`src/sv/smfh_pkg.sv`:
```
`default_nettype none

package smfh_pkg;

   typedef logic [63:0] hash_type;

   // item kind codes
   localparam logic [1:0] KindHeader = 2'd0;
   localparam logic [1:0] KindVertex = 2'd1;
   localparam logic [1:0] KindIndex  = 2'd2;

   localparam hash_type FnvBasis = 64'hcbf29ce484222325;

   // prime 0x100000001b3 = 2^40 + 0x1b3
   localparam logic [8:0] FnvPrimeLow   = 9'h1b3;
   localparam int         FnvPrimeShift = 40;

   // vertex_count / 100 as (vertex_count * StepRecip) >> StepShift, exact for 31 bits
   localparam logic [31:0] StepRecip = 32'd2748779070;
   localparam int          StepShift = 38;

   localparam int StepWidth  = 25;
   localparam int CountWidth = 31;

endpackage

`default_nettype wire

```
`src/sv/smfh_if.sv`:
```
`default_nettype none

interface smfh_req_if;
   logic        valid;
   logic        ready;
   logic [1:0]  kind;
   logic [30:0] vertex_count;
   logic [30:0] index_count;
   logic [31:0] x_word;
   logic [31:0] y_word;
   logic [31:0] z_word;
   logic signed [31:0] tri_index;
   logic        last;

   modport source (output valid, kind, vertex_count, index_count, x_word, y_word,
                   z_word, tri_index, last, input ready);
   modport sink   (input valid, kind, vertex_count, index_count, x_word, y_word,
                   z_word, tri_index, last, output ready);
endinterface

interface smfh_rsp_if;
   logic        valid;
   logic        ready;
   logic [63:0] hash;

   modport source (output valid, hash, input ready);
   modport sink   (input valid, hash, output ready);
endinterface

`default_nettype wire

```
`src/sv/smfh_fold_unit.sv`:
```
`default_nettype none

// one FNV-1a fold: (acc ^ word) * prime, modulo 2^64
module smfh_fold_unit (
   input  smfh_pkg::hash_type acc,
   input  smfh_pkg::hash_type word,
   output smfh_pkg::hash_type result
);

   smfh_pkg::hash_type mixed;
   smfh_pkg::hash_type low_prod;

   assign mixed    = acc ^ word;
   assign low_prod = mixed * 64'(smfh_pkg::FnvPrimeLow);
   // add the 2^40 term of the prime as a shift
   assign result   = low_prod + (mixed << smfh_pkg::FnvPrimeShift);

endmodule

`default_nettype wire

```
`src/sv/sampled_mesh_fnv_hash.sv`:
```
// A word marked last adds tail folds of the three held indices when more than
// three indices are expected, then loads the result register in S_EMIT, held
// while the previous result is unread. Words are taken one at a time, only in
// S_IDLE. The one shared fold unit does one fold per cycle in S_ITEM or S_TAIL.
// Reset (synchronous, active high) restores the offset basis and a step of one,
// clears counters and held indices, drops any result.
`default_nettype none

module sampled_mesh_fnv_hash (
   input  logic       clock,
   input  logic       reset,
   smfh_req_if.sink   req_chan,
   smfh_rsp_if.source rsp_chan
);

   // S_ITEM runs the folds of the word itself, S_TAIL the folds of the held
   // indices at emission, S_EMIT waits for the result register to be free.
   typedef enum logic [1:0] {S_IDLE, S_ITEM, S_TAIL, S_EMIT} state_type;

   localparam int SW = smfh_pkg::StepWidth;
   localparam int CW = smfh_pkg::CountWidth;

   state_type          state_ff,  state_in;
   smfh_pkg::hash_type hash_acc_ff, hash_acc_in;   // committed mesh hash
   smfh_pkg::hash_type fold_acc_ff, fold_acc_in;   // working value of the fold unit
   smfh_pkg::hash_type queue_ff [3];               // words waiting to be folded
   smfh_pkg::hash_type queue_in [3];
   logic [1:0]         fold_cnt_ff, fold_cnt_in;
   logic               last_ff, last_in;
   logic               header_ff, header_in;
   logic [CW-1:0]      vcount_ff, vcount_in;
   logic [62:0]        prod_ff, prod_in;
   logic [SW-1:0]      step_ff, step_in;
   logic [SW-1:0]      countdown_ff, countdown_in;
   logic [CW-1:0]      expected_ff, expected_in;
   logic [CW-1:0]      seen_ff, seen_in;
   logic [31:0]        tail_ff [3];
   logic [31:0]        tail_in [3];
   logic               rsp_valid_ff, rsp_valid_in;
   smfh_pkg::hash_type rsp_hash_ff, rsp_hash_in;

   smfh_pkg::hash_type fold_res;
   logic               accept;
   logic [SW-1:0]      step_quot;

   smfh_fold_unit u_fold (
      .acc    (fold_acc_ff),
      .word   (queue_ff[0]),
      .result (fold_res)
   );

   assign req_chan.ready = (state_ff == S_IDLE);
   assign accept         = req_chan.valid && (state_ff == S_IDLE);
   assign rsp_chan.valid = rsp_valid_ff;
   assign rsp_chan.hash  = rsp_hash_ff;

   // quotient bits of vertex_count / 100
   assign step_quot = prod_ff[smfh_pkg::StepShift +: SW];

   always_comb begin
      state_in     = state_ff;
      hash_acc_in  = hash_acc_ff;
      fold_acc_in  = fold_acc_ff;
      queue_in     = queue_ff;
      fold_cnt_in  = fold_cnt_ff;
      last_in      = last_ff;
      header_in    = header_ff;
      vcount_in    = vcount_ff;
      prod_in      = prod_ff;
      step_in      = step_ff;
      countdown_in = countdown_ff;
      expected_in  = expected_ff;
      seen_in      = seen_ff;
      tail_in      = tail_ff;
      rsp_valid_in = rsp_valid_ff;
      rsp_hash_in  = rsp_hash_ff;

      // drop the result once taken
      if (rsp_valid_ff && rsp_chan.ready) begin
         rsp_valid_in = 1'b0;
      end

      case (state_ff)
         S_IDLE: begin
            if (accept) begin
               state_in    = S_ITEM;
               last_in     = req_chan.last;
               header_in   = (req_chan.kind == smfh_pkg::KindHeader);
               fold_cnt_in = 2'd0;
               fold_acc_in = hash_acc_ff;
               case (req_chan.kind)
                  smfh_pkg::KindHeader: begin
                     // restart from the basis, fold both counts
                     vcount_in    = req_chan.vertex_count;
                     fold_acc_in  = smfh_pkg::FnvBasis;
                     queue_in[0]  = {33'd0, req_chan.vertex_count};
                     queue_in[1]  = {33'd0, req_chan.index_count};
                     fold_cnt_in  = 2'd2;
                     countdown_in = '0;
                     expected_in  = req_chan.index_count;
                     seen_in      = '0;
                     tail_in[0]   = '0;
                     tail_in[1]   = '0;
                     tail_in[2]   = '0;
                  end
                  smfh_pkg::KindVertex: begin
                     if (countdown_ff == '0) begin
                        queue_in[0]  = {32'd0, req_chan.x_word};
                        queue_in[1]  = {32'd0, req_chan.y_word};
                        queue_in[2]  = {32'd0, req_chan.z_word};
                        fold_cnt_in  = 2'd3;
                        countdown_in = step_ff - SW'(1);
                     end else begin
                        countdown_in = countdown_ff - SW'(1);
                     end
                  end
                  smfh_pkg::KindIndex: begin
                     if (expected_ff >= CW'(3) && seen_ff < CW'(3)) begin
                        queue_in[0] = 64'(req_chan.tri_index);
                        fold_cnt_in = 2'd1;
                     end
                     tail_in[0] = tail_ff[1];
                     tail_in[1] = tail_ff[2];
                     tail_in[2] = req_chan.tri_index;
                     if (seen_ff != '1) begin
                        seen_in = seen_ff + CW'(1);
                     end
                  end
                  default: begin
                  end
               endcase
            end
         end

         S_ITEM: begin
            if (fold_cnt_ff != 2'd0) begin
               fold_acc_in = fold_res;
               hash_acc_in = fold_res;
               queue_in[0] = queue_ff[1];
               queue_in[1] = queue_ff[2];
               fold_cnt_in = fold_cnt_ff - 2'd1;
            end
            // header: multiply on the first fold, take the step on the second
            if (header_ff && fold_cnt_ff == 2'd2) begin
               prod_in = 63'(vcount_ff) * 63'(smfh_pkg::StepRecip);
            end
            if (header_ff && fold_cnt_ff == 2'd1) begin
               step_in = (step_quot == '0) ? SW'(1) : step_quot;
            end
            if (fold_cnt_ff <= 2'd1) begin
               if (!last_ff) begin
                  state_in = S_IDLE;
               end else if (expected_ff > CW'(3)) begin
                  // fold held indices, oldest first, into the working value only
                  queue_in[0] = 64'(signed'(tail_ff[0]));
                  queue_in[1] = 64'(signed'(tail_ff[1]));
                  queue_in[2] = 64'(signed'(tail_ff[2]));
                  fold_cnt_in = 2'd3;
                  state_in    = S_TAIL;
               end else begin
                  state_in = S_EMIT;
               end
            end
         end

         S_TAIL: begin
            fold_acc_in = fold_res;
            queue_in[0] = queue_ff[1];
            queue_in[1] = queue_ff[2];
            fold_cnt_in = fold_cnt_ff - 2'd1;
            if (fold_cnt_ff <= 2'd1) begin
               state_in = S_EMIT;
            end
         end

         S_EMIT: begin
            // hold until the result register is free
            if (!rsp_valid_ff || rsp_chan.ready) begin
               rsp_hash_in  = fold_acc_ff;
               rsp_valid_in = 1'b1;
               state_in     = S_IDLE;
            end
         end

         default: begin
            state_in = S_IDLE;
         end
      endcase
   end

   always_ff @(posedge clock) begin
      if (reset) begin
         state_ff     <= S_IDLE;
         hash_acc_ff  <= smfh_pkg::FnvBasis;
         fold_cnt_ff  <= 2'd0;
         last_ff      <= 1'b0;
         header_ff    <= 1'b0;
         step_ff      <= SW'(1);
         countdown_ff <= '0;
         expected_ff  <= '0;
         seen_ff      <= '0;
         tail_ff[0]   <= '0;
         tail_ff[1]   <= '0;
         tail_ff[2]   <= '0;
         rsp_valid_ff <= 1'b0;
      end else begin
         state_ff     <= state_in;
         hash_acc_ff  <= hash_acc_in;
         fold_cnt_ff  <= fold_cnt_in;
         last_ff      <= last_in;
         header_ff    <= header_in;
         step_ff      <= step_in;
         countdown_ff <= countdown_in;
         expected_ff  <= expected_in;
         seen_ff      <= seen_in;
         tail_ff      <= tail_in;
         rsp_valid_ff <= rsp_valid_in;
      end
      // payload, no reset
      fold_acc_ff <= fold_acc_in;
      queue_ff    <= queue_in;
      vcount_ff   <= vcount_in;
      prod_ff     <= prod_in;
      rsp_hash_ff <= rsp_hash_in;
   end

endmodule

`default_nettype wire

```
`src/flat_wrapper.sv`:
```
// flat-port wrapper written by rule: the top's interface ports become plain ports
module sampled_mesh_fnv_hash_flat 
  (clock, reset, req_chan_valid, req_chan_kind, req_chan_vertex_count, req_chan_index_count, req_chan_x_word, req_chan_y_word, req_chan_z_word, req_chan_tri_index, req_chan_last, req_chan_ready, rsp_chan_valid, rsp_chan_hash, rsp_chan_ready);
  smfh_req_if req_chan_i ();
  smfh_rsp_if rsp_chan_i ();
  input  logic clock;
  input  logic reset;
  input wire logic [$bits(req_chan_i.valid)-1:0] req_chan_valid;
  input wire logic [$bits(req_chan_i.kind)-1:0] req_chan_kind;
  input wire logic [$bits(req_chan_i.vertex_count)-1:0] req_chan_vertex_count;
  input wire logic [$bits(req_chan_i.index_count)-1:0] req_chan_index_count;
  input wire logic [$bits(req_chan_i.x_word)-1:0] req_chan_x_word;
  input wire logic [$bits(req_chan_i.y_word)-1:0] req_chan_y_word;
  input wire logic [$bits(req_chan_i.z_word)-1:0] req_chan_z_word;
  input wire logic [$bits(req_chan_i.tri_index)-1:0] req_chan_tri_index;
  input wire logic [$bits(req_chan_i.last)-1:0] req_chan_last;
  output wire logic [$bits(req_chan_i.ready)-1:0] req_chan_ready;
  output wire logic [$bits(rsp_chan_i.valid)-1:0] rsp_chan_valid;
  output wire logic [$bits(rsp_chan_i.hash)-1:0] rsp_chan_hash;
  input wire logic [$bits(rsp_chan_i.ready)-1:0] rsp_chan_ready;
  assign req_chan_i.valid = req_chan_valid;
  assign req_chan_i.kind = req_chan_kind;
  assign req_chan_i.vertex_count = req_chan_vertex_count;
  assign req_chan_i.index_count = req_chan_index_count;
  assign req_chan_i.x_word = req_chan_x_word;
  assign req_chan_i.y_word = req_chan_y_word;
  assign req_chan_i.z_word = req_chan_z_word;
  assign req_chan_i.tri_index = req_chan_tri_index;
  assign req_chan_i.last = req_chan_last;
  assign req_chan_ready = req_chan_i.ready;
  assign rsp_chan_valid = rsp_chan_i.valid;
  assign rsp_chan_hash = rsp_chan_i.hash;
  assign rsp_chan_i.ready = rsp_chan_ready;
  sampled_mesh_fnv_hash u_core (.clock(clock), .reset(reset), .req_chan(req_chan_i), .rsp_chan(rsp_chan_i));
endmodule
```
`config.mk`:
```
export PLATFORM = sky130hd
export DESIGN_NAME = sampled_mesh_fnv_hash_flat
export DESIGN_NICKNAME = d
export VERILOG_FILES = /design/src/sv/smfh_pkg.sv /design/src/sv/smfh_if.sv /design/src/sv/smfh_fold_unit.sv /design/src/sv/sampled_mesh_fnv_hash.sv /design/src/flat_wrapper.sv
export SDC_FILE = /design/constraint.sdc
export NUM_CORES = 2
export LEC_CHECK = 0
export ABC_CLOCK_PERIOD_IN_PS = 20200
export BUFFER_PORTS_ARGS = -buffer_cell sky130_fd_sc_hd__buf_2
export CAP_MARGIN = 20
export CORE_MARGIN = 2
export CORE_UTILIZATION = 50
export DETAILED_ROUTE_END_ITERATION = 16
export GPL_ROUTABILITY_DRIVEN = 0
export HOLD_SLACK_MARGIN = 0.12
export PLACE_DENSITY = 0.78
export SLEW_MARGIN = 20
export SYNTH_ARGS = -nofsm -noshare
export SYNTH_HDL_FRONTEND = slang
export SYNTH_SLANG_ARGS = --single-unit
```
`constraint.sdc`:
```
create_clock -name clock -period 20.2 [get_ports clock]
set_input_delay 0 -clock clock [delete_from_list [all_inputs] [get_ports clock]]
set_output_delay 0 -clock clock [all_outputs]
set_load 0.01 [all_outputs]
```
==> metrics.txt <==
Starting Density 50.3%; worst setup skew after layout 0.0455 ns; classification of the worst setup path reg -> reg; vias post-DR 45.1k; slew of the pin with the lowest slew margin 1.18 ns; GRT overflow 0; Worst-path clk slew about 0.060 ns; Root Buffer Master sky130_fd_sc_hd__clkbuf_16; # IOs 263; worst-case clock buffer depth 3; final net count approximately 7.5k; proportion of register bits with asynchronous set or reset after synthesis 0%; Synth Register Bits 624; status completed; warning count from the yosys run 0; cell repeated most along the worst path sky130_fd_sc_hd__fa_1; average footprint of a synthesized cell 9.65 um^2; combined global-route utilization of all metal layers 31.1%; type of element launching the critical path flop; count of nets left with antenna violations after detail routing 0; Fin Setup TNS 0 ns; Cell Area, Synth 0.0556 mm^2; Highest Clock Rate 127 MHz; cell with the largest stage delay on the worst path sky130_fd_sc_hd__edfxtp_1; detailed-route wire length per cell roughly 23 um; number of antenna violations at the first check in global routing 18; violation count after the first detailed-routing iteration 4729; Mapped Cells 5758; critical path capture point type flop; post-synth net total 7147; number of violations of the max-capacitance limit 0; data required time at the worst endpoint 20.69 ns; post-CTS setup-driven buffer insertion count 0; final setup violating endpoints 0; DRC Markers 0; hold slack about 0.16 ns; Hold Path Class in -> reg; routed via count divided by cell count a little under 6; # hold bufs at CTS 204; pin count of the biggest net entering global routing 114; first-pass iteration count of the detailed router 10; data arrival at the endpoint of the critical path 8.33 ns; highest net fanout along the worst path 11; Tcrit/Tclk final 38.8%; highest metal used met5; DIE AREA 0.114 mm^2; Cell variety after synth 77; IO buf count 262; endpoints failing hold 0; detailed-routing wirelength on met1 63100 um; clock latency on the worst-skew pair 0.67 ns; Die Ht 337 um; min cycle time layout 7.84 ns; number of placement rows between 100 and 150; Resized cells post-CTS 0; number of clock sinks approximately 620; standard cell core area 0.110 mm^2; H-Tree Depth 3; signed area change from the synthesized netlist to the final layout 12.8%; sum of met3 wire segment lengths after detailed routing 23500 um; vias in the first global route 46.0k; sequential fraction of the synthesis area 28.7%; wirelength, routed 175000 um; critical path's largest stage delay about 0.74 ns; CTS tree built; first-pass GRT wire length 268000 um; Die Span X 337 um; Post-synth EDFFs 345; relative max-transition margin 21.5%; dominant register cell in the synthesized netlist sky130_fd_sc_hd__edfxtp_1; Final HPWL DP between 100000 and 150000 um; share of final-layout standard cells stronger than drive strength 1 7.46%; met2 layer wire length in the routed design 77500 um; setup repair after global routing missed its margin no; final number of max-transition violations 0; number of buffers inserted during clock tree synthesis a little over 70
-- Yosys cell counts, types with 11 or more instances --
cell type                   instances  area share, %
sky130_fd_sc_hd__xor2_1           100            1.6
sky130_fd_sc_hd__a211oi_1          51           0.69
sky130_fd_sc_hd__o211ai_1          31           0.42
sky130_fd_sc_hd__inv_1           1037            7.0
sky130_fd_sc_hd__ha_1             570             13
sky130_fd_sc_hd__and3_1            23           0.26
sky130_fd_sc_hd__o21a_1            14           0.19
sky130_fd_sc_hd__nand2b_1          42           0.47
sky130_fd_sc_hd__dfxtp_1          279             10
sky130_fd_sc_hd__buf_1             17           0.11
sky130_fd_sc_hd__o2bb2ai_1         32           0.50
sky130_fd_sc_hd__clkbuf_1         224            1.5
sky130_fd_sc_hd__a31oi_1           26           0.29
sky130_fd_sc_hd__a21oi_1          429            3.9
sky130_fd_sc_hd__nand4_1           39           0.44
sky130_fd_sc_hd__nor4_1            29           0.33
sky130_fd_sc_hd__a21o_1            64           0.86
sky130_fd_sc_hd__a22oi_1          195            2.6
sky130_fd_sc_hd__o21ai_0          289            2.6
sky130_fd_sc_hd__nand3_1           52           0.47
sky130_fd_sc_hd__nand2_1          448            3.0
sky130_fd_sc_hd__or3_1             16           0.18
sky130_fd_sc_hd__nor2_1           340            2.3
sky130_fd_sc_hd__nor3_1            56           0.50
sky130_fd_sc_hd__o21bai_1          11           0.15
sky130_fd_sc_hd__edfxtp_1         345             19
sky130_fd_sc_hd__xnor2_1           73            1.2
sky130_fd_sc_hd__nor2b_1           52           0.59
sky130_fd_sc_hd__a21boi_0          34           0.46
sky130_fd_sc_hd__mux2i_1           69            1.2
sky130_fd_sc_hd__fa_1             622             22
-- worst paths after layout --
kind	startpoint	to	slack (ns)	cells after the start
max	u_core.vcount_ff[9]	u_core.prod_ff[62]	12.36	25
min	req_chan_vertex_count[10]	u_core.vcount_ff[10]	0.16	2
max reg2reg	u_core.vcount_ff[9]	u_core.prod_ff[62]	12.36	25
min reg2reg	u_core.expected_ff[23]	u_core.expected_ff[23]	0.46	2
-- cell families after synthesis --
kind of cell    Yosys count  share of synthesized area, %
xor+xnor                174                          2.77
flops                   624                          28.7
simple gates           1156                          9.39
mux                      70                          1.26
buf+inv                1289                          8.74
compound gates         1253                          13.9
fa+ha+maj              1192                          35.2
-- metrics by stage --
| step | instance area [um^2] | instances | util [%] | worst slack (ns) |
|---|---|---|---|---|
| 3_5_place_dp | 58200 | 7293 | 52.8 | 12.48 |
| 2_1_floorplan | 55600 | 5758 | - | 13.18 |
| 6_report | 62700 | 7637 | 56.8 | 12.36 |
| 5_1_grt | 62700 | 7634 | 56.8 | 12.12 |
| 3_3_place_gp | 58200 | 7293 | 52.8 | 12.61 |
| 4_1_cts | 62600 | 7629 | 56.8 | 12.45 |
-- state kept, by name, indices dropped and copies added (netlist names), named ones only --
| name | cells |
|---|---|
| u_core.last_ff | 1 |
| u_core.prod_ff | 25 |
| u_core.hash_acc_ff | 64 |
| u_core.queue_ff | 161 |
| u_core.rsp_chan.valid | 1 |
| u_core.header_ff | 1 |
| u_core.seen_ff | 31 |
| u_core.fold_acc_ff | 64 |
| u_core.vcount_ff | 31 |
| u_core.tail_ff | 96 |
| u_core.countdown_ff | 25 |
| u_core.step_ff | 25 |
| u_core.expected_ff | 31 |
| u_core.rsp_chan.hash | 64 |
| u_core.state_ff | 1 |
| u_core.fold_cnt_ff | 2 |
-- cells in the final DEF (no fill, tap or decap), drive strengths merged, types with 204 or more instances in the layout --
cell type / n
dlygate4sd3: 204
dfxtp: 279
buf: 295
fa: 622
edfxtp: 345
nand2: 448
o21ai: 294
inv: 1046
ha: 570
nor2: 340
a21oi: 430
-- area by class of cell --
class / instances / area [um^2]
diodes: 8 / 20.0
clock buffers: 99 / 2030
clock inverters: 33 / 318
fillers: 9001 / 47700
inverters: 1040 / 3900
multi-input cells: 3845 / 35000
flip-flops and latches: 624 / 15900
well taps: 1488 / 1860
repair buffers: 500 / 3620
-- critical path: cells and delay by family (launching register included) --
family,cells,cell delay (ns)
fa+ha+maj,9,4.21
compound gates,8,1.75
flops,1,0.74
simple gates,2,0.61
buf+inv,6,0.37
-- layer usage --
metal	global-route usage [%]	up-vias
met5	0	-
met4	15.9	24
met3	12.5	655
met2	47.6	2586
met1	37.7	22000
li1	-	19900
Power is left out: the tool's default activity adds up to more than one toggle a clock period on the data nets, which glitch-free logic cannot reach.
